$ cat src/sv/lsva_pkg.sv
// Shared types and constants for the shadow vertex alpha pipeline.
// No dependencies.
package lsva_pkg;

    localparam int NORM_W   = 16;
    localparam int ENERGY_W = 9;
    localparam int ALPHA_W  = 9;
    localparam int FADE_W   = 17;
    localparam int ATT_W    = 17;
    localparam int QUOT_W   = 16;
    localparam int CFG_IDX_W = 3;

    localparam logic [CFG_IDX_W-1:0] CFG_DIR    = 3'd0;
    localparam logic [CFG_IDX_W-1:0] CFG_VEC_X  = 3'd1;
    localparam logic [CFG_IDX_W-1:0] CFG_VEC_Y  = 3'd2;
    localparam logic [CFG_IDX_W-1:0] CFG_VEC_Z  = 3'd3;
    localparam logic [CFG_IDX_W-1:0] CFG_REACH  = 3'd4;
    localparam logic [CFG_IDX_W-1:0] CFG_ENERGY = 3'd5;

    // reciprocals: floor(n/9) for n < 2^20 and floor(n/81) for n < 2^23
    localparam logic [20:0] RECIP_9   = 21'd1864136;
    localparam int          RECIP_9_SH = 24;
    localparam logic [23:0] RECIP_81  = 24'd13256072;
    localparam int          RECIP_81_SH = 30;

    localparam logic [ATT_W-1:0] ATT_FULL = 17'h10000;
    localparam logic [9:0]       ALPHA_SCALE = 10'd765;

    typedef struct packed {
        logic [FADE_W-1:0] f1;
        logic [FADE_W-1:0] f2;
        logic              full;
        logic              use_div;
    } t_side;

endpackage

$ cat src/sv/lsva_div.sv
// Pipelined restoring divider for r*2^16/(r + 2^FRAC_BITS), one bit per stage.
// Depends on lsva_pkg.
module lsva_div #(
    parameter int RT        = 19,
    parameter int FRAC_BITS = 8
) (
    input  logic                          i_clk,
    input  logic                          i_rst_n,
    input  logic                          i_valid,
    input  logic [RT-1:0]                 i_root,
    input  lsva_pkg::t_side               i_side,
    output logic                          o_valid,
    output logic [lsva_pkg::QUOT_W-1:0]   o_quot,
    output lsva_pkg::t_side               o_side
);
    import lsva_pkg::*;

    localparam logic [RT:0] ONE_R = (RT + 1)'(1) << FRAC_BITS;

    logic              r_vld [QUOT_W];
    logic [RT:0]       r_rem [QUOT_W];
    logic [RT:0]       r_den [QUOT_W];
    logic [QUOT_W-1:0] r_q   [QUOT_W];
    t_side             r_side [QUOT_W];

    for (genvar i = 0; i < QUOT_W; i++) begin : g_st
        logic              s_vld;
        logic [RT:0]       s_rem;
        logic [RT:0]       s_den;
        logic [QUOT_W-1:0] s_q;
        t_side             s_side;
        logic [RT+1:0]     s_sh;

        if (i == 0) begin : g_first
            assign s_vld  = i_valid;
            assign s_rem  = {1'b0, i_root};
            assign s_den  = {1'b0, i_root} + ONE_R;
            assign s_q    = '0;
            assign s_side = i_side;
        end else begin : g_next
            assign s_vld  = r_vld[i-1];
            assign s_rem  = r_rem[i-1];
            assign s_den  = r_den[i-1];
            assign s_q    = r_q[i-1];
            assign s_side = r_side[i-1];
        end

        assign s_sh = {s_rem, 1'b0};

        always_ff @(posedge i_clk) begin
            if (!i_rst_n) begin
                r_vld[i] <= 1'b0;
            end else begin
                r_vld[i] <= s_vld;
            end
        end

        always_ff @(posedge i_clk) begin
            if (s_sh >= {1'b0, s_den}) begin
                r_rem[i] <= s_sh[RT:0] - s_den;
                r_q[i]   <= {s_q[QUOT_W-2:0], 1'b1};
            end else begin
                r_rem[i] <= s_sh[RT:0];
                r_q[i]   <= {s_q[QUOT_W-2:0], 1'b0};
            end
            r_den[i]  <= s_den;
            r_side[i] <= s_side;
        end
    end

    assign o_valid = r_vld[QUOT_W-1];
    assign o_quot  = r_q[QUOT_W-1];
    assign o_side  = r_side[QUOT_W-1];

endmodule

$ cat config.mk
export PLATFORM = sky130hd
export DESIGN_NAME = lsva_div
export DESIGN_NICKNAME = d
export VERILOG_FILES = /design/src/sv/lsva_pkg.sv /design/src/sv/lsva_div.sv
export SDC_FILE = /design/constraint.sdc
export NUM_CORES = 2
export LEC_CHECK = 0
export ABC_AREA = 1
export BUFFER_PORTS_ARGS = -buffer_cell sky130_fd_sc_hd__buf_2
export CORE_MARGIN = 8
export CORE_UTILIZATION = 60
export DETAILED_ROUTE_END_ITERATION = 16
export PLACE_DENSITY = 0.88
export SLEW_MARGIN = 20
export SYNTH_ARGS = -nofsm -noshare
export SYNTH_HDL_FRONTEND = slang
export SYNTH_SLANG_ARGS = --single-unit
$ cat constraint.sdc
create_clock -name i_clk -period 2.4 [get_ports i_clk]
set_input_delay 0.24 -clock i_clk [delete_from_list [all_inputs] [get_ports i_clk]]
set_output_delay 0.24 -clock i_clk [all_outputs]
set_load 0.02 [all_outputs]
==> impl_metrics.json <==
{
  "finalSetupViolCount": 0,
  "grtUsageMet3_pct": 4.54,
  "track_usage_pct": 26.0,
  "dp_cells": 6575,
  "clk_latency_ns": 0.72,
  "dpl-instance-area_um2": 51100,
  "ys.flop_type": "dfxtp_1",
  "yosysSeqAreaShare_pct": 55.5,
  "grtUsageMet1_pct": 34.2,
  "vias_per_cell": 5.32,
  "grt_first_pass_wirelength_mm": 188,
  "clock_sinks": 1328,
  "cts-root-buf": "clkbuf_16",
  "critPathKind": "flip-flop to flip-flop",
  "wl_per_cell_um": 17.5,
  "cts_max_level": 3,
  "p_leak_nw": 26.5,
  "drv_cap": 0,
  "multiInputGateArea_um2": 19100,
  "hold_viol": 0,
  "cp_common_cell": "inv_1",
  "worstPathCellList": "inv_1 > ha_1 > nand2_1 > nor4b_1 > nand3_1 > nand3_2 > inv_1 > buf_12 > o21ai_0",
  "grtUsageMet2_pct": 43.1,
  "worst_pin_slew_ns": 0.642,
  "synth.top_cells.by_count": "dfxtp_1, nand2_1, inv_1",
  "worstPathArrival_ns": 2.96,
  "pre_cts_ws_ns": -0.0441,
  "num_vias": 36500,
  "synth_top_cell_by_area": "dfxtp_1",
  "worstPathMaxFanout": 16,
  "clock_path_buffers": 3,
  "required_ns": 2.98,
  "synth-async-reset-ratio_pct": 0,
  "syn_to_final_growth_pct": 17.6,
  "drive_gt1_share_pct": 11.9,
  "wirelength_mm": 120,
  "gr-total-overflow": 0,
  "netlist_area_um2": 47900,
  "cts_tree": "built",
  "synth-seq-cells": 1328,
  "final-seq-area_um2": 26600,
  "grt_max_degree": 34,
  "detailed_place_hpwl_mm": 91.1,
  "antenna_found_initial": 2,
  "yosysWarnings": 0,
  "peakVddDrop_mv": 0.847,
  "slowest_delay_ns": 0.47,
  "drc": 0,
  "syn_inst": 5275,
  "worst_slack_ns": 0.0166,
  "avgSynthCellArea_um2": 9.08,
  "startpoint_type": "flip-flop",
  "yosysTopAreaCellShare_pct": 55.5,
  "nets": 6091,
  "fin_setup_tns_ns": 0,
  "fmax_ghz": 0.420,
  "ioPinCount": 111,
  "synth_most_common_cell": "dfxtp_1",
  "whs_ns": 0.0586,
  "slew_headroom_pct": 56.8,
  "dieArea_um2": 89100,
  "rows": 103,
  "die_w_um": 299,
  "end_kind": "flip-flop",
  "die-height_um": 299,
  "slowest_stage": "nor4b_1",
  "fillers": 5909,
  "status": "completed",
  "top_usage_layer": "met2",
  "drv_slew": 0,
  "drt-initial-drc-count": 3315,
  "instances_no_fill": 6859,
  "post-route-min-period_ns": 2.38,
  "synth_fp_nets": 5661,
  "ys_top_cells_by_area": "dfxtp_1, nand2_1, ha_1",
  "critical-path-top-delay-family": "simple AND/OR/NAND/NOR gates",
  "cts.clk_slew.worst_paths_ns": 0.07,
  "port_buffers": 110,
  "start_util_pct": 60.6,
  "rsz0062_at_grt": "true",
  "grt_pass1_vias": 35500,
  "cts_buffers": 118,
  "final_area_um2": 56300,
  "antenna_left": 0,
  "drtPass1Iterations": 7,
  "post-route-period-util_pct": 99.3,
  "synth-edff-count": 0,
  "synthDistinctLibCells": 41,
  "gp_congestion": 0.953,
  "core-area_um2": 79000,
  "hold_class": "primary input to flip-flop",
  "powerDensity_nw_per_um2": 1430,
  "cp_num_buf_inv": 3,
  "skew_ns": 0.0552
}
## stage by stage
stage	utilization, %	power (mW)
6_report	71.3	80.8
4_1_cts	70.7	79.8
5_1_grt	71.3	85.9
2_1_floorplan	-	49.3
3_5_place_dp	64.6	59.5
3_3_place_gp	64.6	59.0
## flip-flops by register name, summed over array words and instances (netlist names)
register / cells
r_side: 576
r_q: 136
r_den: 300
r_vld: 16
r_rem: 300
## final timing paths
path / end / depth (start not counted) / start / slack (ns)
max: r_rem[0][109] / 9 / r_den[0][84] / 0.02
min: r_rem[0][14] / 3 / i_root[13] / 0.06
max reg2reg: r_rem[0][109] / 9 / r_den[0][84] / 0.02
min reg2reg: r_side[6][19] / 0 / r_side[5][55] / 0.29
## timing repair
item,in CTS,in global routing
pin swaps,0,4
resized for setup,7,131
buffers inserted,0,2
hold buffers,58,0
endpoints found under the setup margin,8,209
endpoints found under the hold margin,91,0
## power by group
group | total, mW | switching [mW] | internal, mW
Sequential | 29.1 | 2.59 | 26.5
Clock | 19.8 | 8.61 | 11.2
Combinational | 31.9 | 19.6 | 12.3
Total | 80.8 | 30.8 | 50.0
## logic make-up after synthesis
| kind of cell | after synthesis | synth area share [%] |
|---|---|---|
| AND/OR/NAND/NOR | 1938 | 17.5 |
| flip-flops | 1328 | 55.5 |
| AO/OA/AOI/OAI | 825 | 9.36 |
| buffers and inverters | 665 | 5.38 |
| adder cells (fa/ha/maj) | 328 | 8.79 |
| XOR/XNOR | 191 | 3.49 |
## layer usage
layer	wire, um	vias up
met4	4030	2
met5	13	-
met1	52100	16800
met2	55500	1358
met3	8590	291
li1	-	18100
## placed cells by master, fill, tap and decap left out, drive strengths merged
cell type	count
dfxtp	1328
diode	1
xor2	69
a21o	47
nor4b	14
o2111ai	1
o221ai	2
nand3b	16
a21oi	309
or3	1
bufinv	13
nor2	315
inv	622
and2	11
nor3	61
nor4	54
or2	24
o21bai	27
a31oi	26
o21ai	383
ha	314
a21boi	16
fa	14
clkinvlp	10
dlygate4sd3	58
buf	302
nand4	71
nand3	219
nand2	1152
xnor2	122
clkbuf	155
clkinv	38
a211oi	14
## layout make-up
| type | instances | area share (%) |
|---|---|---|
| Clock inverter | 68 | 1.65 |
| Multi-Input combinational cell | 3282 | 34.0 |
| Antenna cell | 1 | 0.00444 |
| Tap cell | 1050 | 2.33 |
| Timing Repair Buffer | 360 | 4.88 |
| Clock buffer | 155 | 5.83 |
| Sequential cell | 1328 | 47.2 |
| Inverter | 615 | 4.13 |
## tightest hold or removal path, delay by kind of cell
kind,cells,cell delay (ns)
AOI/OAI and AO/OA,1,0.13
buffers and inverters,2,0.33
Power figures use the tool's default switching activity.
