File: config.mk
export PLATFORM = sky130hd
export DESIGN_NAME = lsva_sqrt
export DESIGN_NICKNAME = d
export VERILOG_FILES = /design/src/sv/lsva_pkg.sv /design/src/sv/lsva_sqrt.sv
export SDC_FILE = /design/constraint.sdc
export NUM_CORES = 2
export LEC_CHECK = 0
export BUFFER_PORTS_ARGS = -buffer_cell sky130_fd_sc_hd__buf_4
export CAP_MARGIN = 20
export CELL_PAD_IN_SITES_DETAIL_PLACEMENT = 0
export CELL_PAD_IN_SITES_GLOBAL_PLACEMENT = 1
export CORE_UTILIZATION = 50
export CTS_CLUSTER_DIAMETER = 150
export DETAILED_ROUTE_END_ITERATION = 8
export GPL_ROUTABILITY_DRIVEN = 0
export MAX_ROUTING_LAYER = met4
export PLACE_DENSITY_LB_ADDON = 0.25
export SLEW_MARGIN = 20
export SYNTH_ARGS = -nofsm -noshare
export SYNTH_HDL_FRONTEND = slang
export SYNTH_SLANG_ARGS = --single-unit
File: constraint.sdc
create_clock -name i_clk -period 6.7 [get_ports i_clk]
set_clock_uncertainty 0.2 [all_clocks]
set_input_delay 1.34 -clock i_clk [delete_from_list [all_inputs] [get_ports i_clk]]
set_output_delay 1.34 -clock i_clk [all_outputs]
set_load 0.02 [all_outputs]
File: src/sv/lsva_pkg.sv
// Shared types and constants for the shadow vertex alpha pipeline.
// No dependencies.
package lsva_pkg;

    localparam int NORM_W   = 16;
    localparam int ENERGY_W = 9;
    localparam int ALPHA_W  = 9;
    localparam int FADE_W   = 17;
    localparam int ATT_W    = 17;
    localparam int QUOT_W   = 16;
    localparam int CFG_IDX_W = 3;

    localparam logic [CFG_IDX_W-1:0] CFG_DIR    = 3'd0;
    localparam logic [CFG_IDX_W-1:0] CFG_VEC_X  = 3'd1;
    localparam logic [CFG_IDX_W-1:0] CFG_VEC_Y  = 3'd2;
    localparam logic [CFG_IDX_W-1:0] CFG_VEC_Z  = 3'd3;
    localparam logic [CFG_IDX_W-1:0] CFG_REACH  = 3'd4;
    localparam logic [CFG_IDX_W-1:0] CFG_ENERGY = 3'd5;

    // reciprocals: floor(n/9) for n < 2^20 and floor(n/81) for n < 2^23
    localparam logic [20:0] RECIP_9   = 21'd1864136;
    localparam int          RECIP_9_SH = 24;
    localparam logic [23:0] RECIP_81  = 24'd13256072;
    localparam int          RECIP_81_SH = 30;

    localparam logic [ATT_W-1:0] ATT_FULL = 17'h10000;
    localparam logic [9:0]       ALPHA_SCALE = 10'd765;

    typedef struct packed {
        logic [FADE_W-1:0] f1;
        logic [FADE_W-1:0] f2;
        logic              full;
        logic              use_div;
    } t_side;

endpackage

File: src/sv/lsva_sqrt.sv
// Pipelined integer square root, one root bit per stage.
// Depends on lsva_pkg.
module lsva_sqrt #(
    parameter int RT = 19
) (
    input  logic              i_clk,
    input  logic              i_rst_n,
    input  logic              i_valid,
    input  logic [2*RT-1:0]   i_rad,
    input  lsva_pkg::t_side   i_side,
    output logic              o_valid,
    output logic [RT-1:0]     o_root,
    output lsva_pkg::t_side   o_side
);
    import lsva_pkg::*;

    logic            r_vld  [RT];
    logic [RT+1:0]   r_rem  [RT];
    logic [RT-1:0]   r_root [RT];
    logic [2*RT-1:0] r_rad  [RT];
    t_side           r_side [RT];

    for (genvar i = 0; i < RT; i++) begin : g_st
        logic            s_vld;
        logic [RT+1:0]   s_rem;
        logic [RT-1:0]   s_root;
        logic [2*RT-1:0] s_rad;
        t_side           s_side;
        logic [RT+1:0]   s_sh;
        logic [RT+1:0]   s_trial;

        if (i == 0) begin : g_first
            assign s_vld  = i_valid;
            assign s_rem  = '0;
            assign s_root = '0;
            assign s_rad  = i_rad;
            assign s_side = i_side;
        end else begin : g_next
            assign s_vld  = r_vld[i-1];
            assign s_rem  = r_rem[i-1];
            assign s_root = r_root[i-1];
            assign s_rad  = r_rad[i-1];
            assign s_side = r_side[i-1];
        end

        assign s_sh    = {s_rem[RT-1:0], s_rad[2*RT-1 -: 2]};
        assign s_trial = {s_root, 2'b01};

        always_ff @(posedge i_clk) begin
            if (!i_rst_n) begin
                r_vld[i] <= 1'b0;
            end else begin
                r_vld[i] <= s_vld;
            end
        end

        always_ff @(posedge i_clk) begin
            if (s_sh >= s_trial) begin
                r_rem[i]  <= s_sh - s_trial;
                r_root[i] <= {s_root[RT-2:0], 1'b1};
            end else begin
                r_rem[i]  <= s_sh;
                r_root[i] <= {s_root[RT-2:0], 1'b0};
            end
            r_rad[i]  <= s_rad << 2;
            r_side[i] <= s_side;
        end
    end

    assign o_valid = r_vld[RT-1];
    assign o_root  = r_root[RT-1];
    assign o_side  = r_side[RT-1];

endmodule

==> results.cfg <==
[placement]
dp_slack_ns = 2.99
dpl.cell_count = 4974
io_buffers = 132
placed_cell_area_um2 = 47500
hpwlAfterDp_um = 49400

[yosys]
synth-async-reset-ratio_pct = 0
synth_cell_type_count = 79
synth_edf_count = 0
yosys_warnings = 0
ys_ff_latch = 1555
syn_area_um2 = 45200
ys_seq_area_share_pct = 68.9
synth_nets = 3998
postSynthCellCount = 3711
syn_avg_cell_area_um2 = 12.2
synthFlopType = dfxtp_1

[power_and_ir_drop]
leakage_nw = 24.1
ir_drop_mv = 0.269
power.switching_mw = 5.67
p_comb_share_pct = 12.6
intPower_mw = 16.7
p_total_mw = 22.3
p_sw_share_pct = 25.4
seqPwrFrac_pct = 49.3
pwr-share-clk_pct = 38.1
powerDensity_nw_per_um2 = 423

[final_layout]
multiInputGateArea_um2 = 12800
area_growth_pct = 16.8
final_cell_area_um2 = 52800
fin_nets = 4247
final_layout_size_suffix_gt1_share_pct = 11.4
register_area_um2 = 31100
antenna_cells = 0
fillCellCount = 7203
final_util_pct = 59.4
mostFrequentLayoutCells = 1555 x dfxtp_1, 278 x inv_1, 210 x ha_1
mostFrequentLayoutCell = dfxtp_1
fin_cells = 5242

[routing]
drc_errors = 0
drt_iter0_drc = 972
post_drt_via_cell_ratio = 4.77
wl_per_cell_um = 13.6
vias = 24999
first_pass_iters = 5
wl_um = 71500
ant_nets = 0

[clocking]
cts-resized-gates = 0
clk_latency_ns = 0.78
clk_path_buf_depth = 3
cts_root_buf = clkbuf_16
cts_sinks = 1555
hold_buffers = 0
path_clk_slew_ns = 0.06
post-cts-setup-buffers = 0
cts_tree = built
cts-htree-levels = 4
cts-buffers-inserted = 149

[sta]
rsz0062_at_grt = no
slew_violations = 0
fin_ws_ns = 3.33
period_share_pct = 50.3
hold_viol = 0
fmax_ghz = 0.297
max-slew-margin-rel_pct = 41.8
fin_tns_setup_ns = 0
min_period_ns = 3.37
worst_slew_pin_slew_ns = 0.851
hold_ws_ns = 0.0987
setup_viol = 0

[grt]
grt_pass1_vias = 24264
grt-ovfl-total = 0
globalRouteTotalUtil_pct = 16.3
antenna_found_initial = 0
grt_max_degree = 39
grt_first_pass_wirelength_um = 117000

[worst_setup_path]
worstPathArrival_ns = 3.78
path_cells = inv_1, ha_1, or3_1, o22ai_2, a21oi_2, or3_1, and2_4, a41oi_4, mux2_2
cp_common_cell = or3_1
path_class = reg -> reg
cpLargestDelayFamily = compound AO/OA/AOI/OAI gates
crit_required_ns = 7.11
start_kind = flop
cp_max_fo = 18
critPathMaxStageDelay_ns = 0.64
critPathCaptureType = flop
slowest_stage = a41oi_4
cp_num_buf_inv = 1

[die]
die_w_um = 303
die_h_um = 303
rows = 109
core_area_um2 = 88900
io-pin-count = 133
start_util_pct = 50.8
dieArea_um2 = 91600

[run]
maxCapViolCount = 0

[status]
run_status = finished, final reports clean

[min_path]
hold_path_class = reg -> reg
-- layout make-up --
cell class	count	area share, %
Sequential cell	1555	59.0
Inverter	279	1.98
Timing Repair Buffer	143	2.03
Tap cell	1165	2.76
Multi-Input combinational cell	1832	24.3
Clock inverter	70	2.05
Clock buffer	198	7.89
-- state kept, by name, indices dropped and copies added, names as in the netlist --
name / count
r_vld: 19
r_rad: 342
r_side: 684
r_root: 190
r_rem: 320
-- cells in the mapped netlist, drive strengths merged (13+ instances only) --
| library cell | count | share of area (%) |
|---|---|---|
| o21bai | 16 | 0.27 |
| nor2b | 35 | 0.48 |
| nand3 | 47 | 0.52 |
| o211ai | 22 | 0.37 |
| xor2 | 90 | 1.7 |
| nand2 | 151 | 1.3 |
| inv | 279 | 2.3 |
| dfxtp | 1555 | 69 |
| nor4 | 42 | 0.58 |
| o21ai | 140 | 1.6 |
| o21a | 58 | 0.96 |
| ha | 210 | 5.8 |
| a21oi | 176 | 2.0 |
| nor3 | 63 | 0.76 |
| or3 | 34 | 0.47 |
| or4 | 17 | 0.30 |
| nand4 | 41 | 0.57 |
| a31oi | 14 | 0.19 |
| nor2 | 195 | 1.6 |
| a211oi | 19 | 0.32 |
| o31a | 13 | 0.25 |
| and3 | 14 | 0.19 |
| clkbuf | 35 | 0.29 |
| o31ai | 20 | 0.34 |
| mux2 | 45 | 1.1 |
| and2 | 26 | 0.37 |
| a21o | 45 | 0.75 |
| nand2b | 36 | 0.50 |
| xnor2 | 135 | 2.6 |
-- metal layers --
metal | share of wire [%] | vias up | global-route usage, % | wire (µm)
met5 | 0 | - | - | 0
met3 | 4.6 | 123 | 4.25 | 3300
met4 | 2.0 | 0 | 5.52 | 1420
li1 | - | 12981 | - | -
met2 | 48 | 371 | 26.7 | 34200
met1 | 45 | 11524 | 19.4 | 32500
-- path summary, 6_finish.rpt --
kind | slack, ns | to | cells past startpoint | from
setup / recovery | 3.33 | r_rem[15][9] | 9 | r_root[14][1]
hold / removal | 0.1 | r_root[7][3] | 0 | r_root[6][2]
setup reg to reg | 3.33 | r_rem[15][9] | 9 | r_root[14][1]
hold reg to reg | 0.1 | r_root[7][3] | 0 | r_root[6][2]
-- logic make-up (layout without fill, tap and decap cells) --
family                   Yosys count  after routing  share of synthesized area [%]
other                              1              1                        0.00830
AND/OR/NAND/NOR                  747            747                           8.42
buffers and inverters            324            690                           2.74
flip-flops                      1555           1555                           68.9
AO/OA/AOI/OAI                    594            594                           8.40
adder cells (fa/ha/maj)          210            210                           5.82
multiplexers                      55             55                           1.35
XOR/XNOR                         225            225                           4.36
-- worst register-to-register path, delay by kind of cell, from the launching register on --
family / cells / cell delay (ns)
flip-flops: 1 / 0.33
AND/OR/NAND/NOR: 3 / 0.99
buffers and inverters: 1 / 0.05
AO/OA/AOI/OAI: 3 / 1.03
adder cells (fa/ha/maj): 1 / 0.21
multiplexers: 1 / 0.41
-- power by group through the flow --
stage	logic (mW)	registers, mW	clock network [mW]
global placement	2.77	11.2	0
finish	2.81	11.0	8.51
floorplan	2.21	11.0	0
CTS	2.81	11.0	8.78
detailed placement	2.79	11.2	0
global route	3.18	11.1	9.19
(Power assumes the default switching activity.)
