### src/sv/lsva_pkg.sv
// Shared types and constants for the shadow vertex alpha pipeline.
// No dependencies.
package lsva_pkg;

    localparam int NORM_W   = 16;
    localparam int ENERGY_W = 9;
    localparam int ALPHA_W  = 9;
    localparam int FADE_W   = 17;
    localparam int ATT_W    = 17;
    localparam int QUOT_W   = 16;
    localparam int CFG_IDX_W = 3;

    localparam logic [CFG_IDX_W-1:0] CFG_DIR    = 3'd0;
    localparam logic [CFG_IDX_W-1:0] CFG_VEC_X  = 3'd1;
    localparam logic [CFG_IDX_W-1:0] CFG_VEC_Y  = 3'd2;
    localparam logic [CFG_IDX_W-1:0] CFG_VEC_Z  = 3'd3;
    localparam logic [CFG_IDX_W-1:0] CFG_REACH  = 3'd4;
    localparam logic [CFG_IDX_W-1:0] CFG_ENERGY = 3'd5;

    // reciprocals: floor(n/9) for n < 2^20 and floor(n/81) for n < 2^23
    localparam logic [20:0] RECIP_9   = 21'd1864136;
    localparam int          RECIP_9_SH = 24;
    localparam logic [23:0] RECIP_81  = 24'd13256072;
    localparam int          RECIP_81_SH = 30;

    localparam logic [ATT_W-1:0] ATT_FULL = 17'h10000;
    localparam logic [9:0]       ALPHA_SCALE = 10'd765;

    typedef struct packed {
        logic [FADE_W-1:0] f1;
        logic [FADE_W-1:0] f2;
        logic              full;
        logic              use_div;
    } t_side;

endpackage

### src/sv/lsva_mix.sv
// Back end: energy, attenuation and fade products, alpha and saturation.
// Depends on lsva_pkg.
module lsva_mix (
    input  logic                                 i_clk,
    input  logic                                 i_rst_n,
    input  logic                                 i_valid,
    input  logic [lsva_pkg::QUOT_W-1:0]          i_quot,
    input  lsva_pkg::t_side                      i_side,
    input  logic [lsva_pkg::ENERGY_W-1:0]        i_energy,
    output logic                                 o_done,
    output logic signed [lsva_pkg::ALPHA_W-1:0]  o_alpha
);
    import lsva_pkg::*;

    logic [ATT_W-1:0] s_att;

    always_comb begin
        priority if (i_side.full) begin
            s_att = ATT_FULL;
        end else if (i_side.use_div) begin
            s_att = {1'b0, i_quot};
        end else begin
            s_att = '0;
        end
    end

    logic              r1_vld;
    logic [25:0]       r1_ea;
    logic [FADE_W-1:0] r1_f1;
    logic [FADE_W-1:0] r1_f2;
    logic              r2_vld;
    logic [42:0]       r2_eaf;
    logic [FADE_W-1:0] r2_f2;
    logic              r3_vld;
    logic [43:0]       r3_mm;
    logic              r4_vld;
    logic [37:0]       r4_k;
    logic              r_done;
    logic signed [ALPHA_W-1:0] r_alpha;

    logic signed [13:0] s_a;
    assign s_a = 14'sd255 - $signed({1'b0, r4_k[37:25]});

    always_ff @(posedge i_clk) begin
        if (!i_rst_n) begin
            r1_vld <= 1'b0;
            r2_vld <= 1'b0;
            r3_vld <= 1'b0;
            r4_vld <= 1'b0;
            r_done <= 1'b0;
        end else begin
            r1_vld <= i_valid;
            r2_vld <= r1_vld;
            r3_vld <= r2_vld;
            r4_vld <= r3_vld;
            r_done <= r4_vld;
        end
    end

    always_ff @(posedge i_clk) begin
        r1_ea  <= 26'(i_energy) * 26'(s_att);
        r1_f1  <= i_side.f1;
        r1_f2  <= i_side.f2;
        r2_eaf <= 43'(r1_ea) * 43'(r1_f1);
        r2_f2  <= r1_f2;
        r3_mm  <= 44'(r2_eaf[42:16]) * 44'(r2_f2);
        r4_k   <= 38'(r3_mm[43:16]) * 38'(ALPHA_SCALE);
        if (s_a < -14'sd127) begin
            r_alpha <= -9'sd127;
        end else begin
            r_alpha <= s_a[ALPHA_W-1:0];
        end
    end

    assign o_done  = r_done;
    assign o_alpha = r_alpha;

    a_side_excl: assert property (@(posedge i_clk) disable iff (!i_rst_n)
        i_valid |-> !(i_side.full && i_side.use_div))
        else $error("attenuation select not exclusive");

    a_alpha_floor: assert property (@(posedge i_clk) disable iff (!i_rst_n)
        o_done |-> o_alpha >= -9'sd127)
        else $error("alpha below saturation floor");

    a_unlit: assert property (@(posedge i_clk) disable iff (!i_rst_n)
        (i_valid && !i_side.full && !i_side.use_div) |-> ##5 (o_done && o_alpha == 9'sd255))
        else $error("unlit vertex not fully opaque");

endmodule

### config.mk
export PLATFORM = sky130hd
export DESIGN_NAME = lsva_mix
export DESIGN_NICKNAME = d
export VERILOG_FILES = /design/src/sv/lsva_pkg.sv /design/src/sv/lsva_mix.sv
export SDC_FILE = /design/constraint.sdc
export NUM_CORES = 2
export LEC_CHECK = 0
export BUFFER_PORTS_ARGS = -buffer_cell sky130_fd_sc_hd__buf_2
export CAP_MARGIN = 20
export CELL_PAD_IN_SITES_DETAIL_PLACEMENT = 1
export CELL_PAD_IN_SITES_GLOBAL_PLACEMENT = 2
export CORE_MARGIN = 2
export CORE_UTILIZATION = 39
export CTS_CLUSTER_SIZE = 8
export DETAILED_ROUTE_END_ITERATION = 10
export PLACE_DENSITY_LB_ADDON = 0.1
export SLEW_MARGIN = 20
export SYNTH_ARGS = -nofsm -noshare
export SYNTH_HDL_FRONTEND = slang
export SYNTH_SLANG_ARGS = --single-unit
export TNS_END_PERCENT = 5
### constraint.sdc
create_clock -name i_clk -period 6.4 [get_ports i_clk]
set_input_delay 1.28 -clock i_clk [delete_from_list [all_inputs] [get_ports i_clk]]
set_output_delay 1.28 -clock i_clk [all_outputs]
set_load 0.01 [all_outputs]
==> results by group <==
Status
  – Status: complete, no violations

Drt
  – Initial drt markers: about 1000
  – Post-Route WL: between 100000 and 150000 um
  – Avg WL per Cell: 18.7 um
  – DRC: 0
  – DR vias/cell: about 4.8
  – Routed vias: 29200
  – Final ANT Viol Nets: 0
  – First-pass iteration count of the detailed router: 5

Worst setup path
  – CP top delay family: adder cells
  – CP required: approximately 7 ns
  – Startpoint Class: register
  – Worst path cell trace: buf_4 -> nand2_1 -> fa_1 -> inv_1 -> fa_1 -> fa_1 -> fa_1 -> fa_1 -> inv_1 -> fa_1 -> inv_1 -> ha_1 -> a21oi_1 -> o21ai_1 -> nand2_1 -> a31oi_2 -> o21ai_1 -> a211oi_1 -> buf_4 -> buf_4 -> xor2_1
  – CP peak stage delay: 0.60 ns
  – CP arrival: 6.56 ns
  – Flop2flop setup slack: between 0.2 and 0.3 ns
  – CP Class: reg2reg
  – Crit path buf inv count: 6
  – Crit path top cell by count: fa_1
  – Slowest cell on crit path: dfxtp_1
  – Setup crit end kind: register
  – CP Max Fanout: 11

Flow run
  – Max-cap viol count: 0

Floorplan
  – Io pins: 74
  – Die extent in y: 330 um
  – Placeable Area: 105000 sq um
  – Starting Density: 39.3%
  – Die Wd: between 300 and 400 um
  – Die area: between 100000 and 150000 sq um
  – Row count: 119

Clock tree
  – Clock slew at reported path FFs: 0.08 ns
  – TritonCTS clock tree: yes
  – Sink Count: ~160
  – H-tree depth: 4
  – Latest clock arrival within the worst-skew pair: ~0.52 ns
  – Clk buf depth: 2
  – CTS Buf Count: 17
  – Cts hold-fix bufs: 0
  – Setup Fix Bufs, Post-CTS: 0
  – CTS root buffer: clkbuf_16

Synthesis
  – Syn. warnings: 0
  – Part of the Yosys area used for sequential elements: 7.68%
  – Synth Flop Type: dfxtp_1
  – Cell Area, Synth: 41400 sq um
  – Post-Syn Instances: 4491
  – Number of synthesized flops with an enable pin: 0
  – Synth cell types: 59
  – Async S/R FF share, synth: 0%
  – Avg Inst Size Synth: 9.23 sq um
  – Yosys reg bits: 159
  – Syn_nets: 5933

Layout
  – Share of layout cells above drive strength 1: under 10%
  – Final nets: 6103
  – Ant diodes: 0
  – Area Overhead vs Synth: 10.4%
  – Final Cell Area: 45800 sq um

Timing
  – Count of final hold-check violations: 0
  – Skew final: between 0.02 and 0.025 ns
  – WHS: 0.328 ns
  – Final cycle utilization of the critical path: 95.6%
  – Final setup viols: 0
  – Unrepaired setup endpoints after global routing: true
  – Max-slew violation count: 0
  – Max_slew headroom: 60.3%
  – Min cycle time layout: 6.12 ns
  – Max Clk Rate: between 0.15 and 0.2 GHz
  – Worst slew pin tran: a little under 0.6 ns

Global routing
  – Largest net degree at the start of global routing: 33
  – Global-route wire length before repair: 186000 um
  – Overall Global Routing Usage: 22.0%
  – Initial antenna violation count: 2
  – GR Overflow Total: 0
  – Vias in the first global route: 33700

Placed design
  – Dpl hpwl: 99700 um
  – I/O Buffers: 73
  – GP Congestion: 0.844
  – Post-DP Area: 45000 sq um

Worst hold path
  – Worst min path class: reg2reg
[registers in the layout, indices dropped and copies added (netlist names), 9 cells and up]
name     count
r1_f2       17
o_alpha      9
r2_f2       17
r2_eaf      27
r1_ea       26
r4_k        13
r3_mm       28
r1_f1       17
[Yosys cell counts, types with 11 or more instances]
library cell	count	area (sq um)
fa_1	986	19700
xor2_1	30	263
a21o_1	45	338
inv_1	1129	4240
xnor2_1	54	473
nand4_1	19	119
a21oi_1	73	365
nor2_1	63	236
nand2_1	695	2610
dfxtp_1	159	3180
o21a_1	14	105
and2_1	373	2330
nand3_1	33	165
ha_1	392	4900
and3_1	64	400
clkbuf_1	180	676
nor2b_1	11	68.8
a31oi_1	12	75.1
a211oi_1	17	128
o21ai_0	28	140
[metal layers]
metal	track usage (%)	wire (um)	vias to the layer above
li1	-	-	13500
met2	38.9	57100	290
met1	29.4	51700	15400
met5	0	0	-
met3	2.19	2560	78
met4	4.41	1760	0
[cell families after synthesis]
group	count (synthesis)	share of synthesized area, %
flops	159	7.68
compound gates	260	4.21
xor+xnor	84	1.78
mux	2	0.0513
fa+ha+maj	1378	59.5
simple gates	1297	14.9
buf+inv	1311	11.9
[cell usage in the layout (no fill, tap or decap), types with 10 or more instances in the layout]
cell type / count
fa_1: 986
a21o_1: 45
buf_2: 73
and3_1: 64
dfxtp_1: 112
dfxtp_2: 45
o21ai_0: 28
clkbuf_16: 17
ha_1: 392
o21a_1: 14
and2_1: 373
nand3_1: 33
nor2_1: 62
nand4_1: 19
a21oi_1: 71
xnor2_1: 54
buf_4: 243
inv_1: 1129
nor2b_1: 10
buf_12: 14
a211oi_1: 15
nand2_1: 695
xor2_1: 30
[path summary, 6_finish.rpt]
kind / endpoint / depth (start not counted) / start
worst max register to register: r2_eaf[39] / 21 / r1_ea[23]
worst max-delay path: r2_eaf[39] / 21 / r1_ea[23]
worst min-delay path: r2_f2[0] / 0 / r1_f2[0]
worst min register to register: r2_f2[0] / 0 / r1_f2[0]
[final cells by class]
class | count | area [sq um]
Inverter | 1129 | 4240
Multi-Input combinational cell | 3021 | 33400
Fill cell | 12300 | 59700
Sequential cell | 159 | 3250
Clock buffer | 19 | 453
Timing Repair Buffer | 333 | 2500
Tap cell | 1391 | 1740
Clock inverter | 13 | 145
[metrics by stage]
step	setup WS [ns]	std cells	util, %	setup TNS [ns]
3_3_place_gp	-0.131	6033	42.7	-0.233
5_1_grt	-0.0777	6065	43.4	-0.218
4_1_cts	0.00257	6065	43.3	0
2_1_floorplan	0.0835	4491	-	0
3_5_place_dp	-0.152	6033	42.7	-0.393
6_report	0.280	6065	43.4	0
[repair_timing]
| item | 4_1_cts | 5_1_grt |
|---|---|---|
| pin swaps | 0 | 3 |
| gates cloned | 0 | 0 |
| setup endpoints to repair | 6 | 24 |
| gates resized for setup | 4 | 65 |
[worst reg2reg max path, delay by kind of cell, from the launching register on]
| family | cells | cell delay (ns) |
|---|---|---|
| fa+ha+maj | 7 | 3.38 |
| compound gates | 5 | 0.94 |
| xor+xnor | 1 | 0.21 |
| simple gates | 2 | 0.19 |
| flops | 1 | 0.60 |
| buf+inv | 6 | 0.72 |
Power is left out: the tool's default activity adds up to more than one toggle a clock period on the data nets, which glitch-free logic cannot reach.
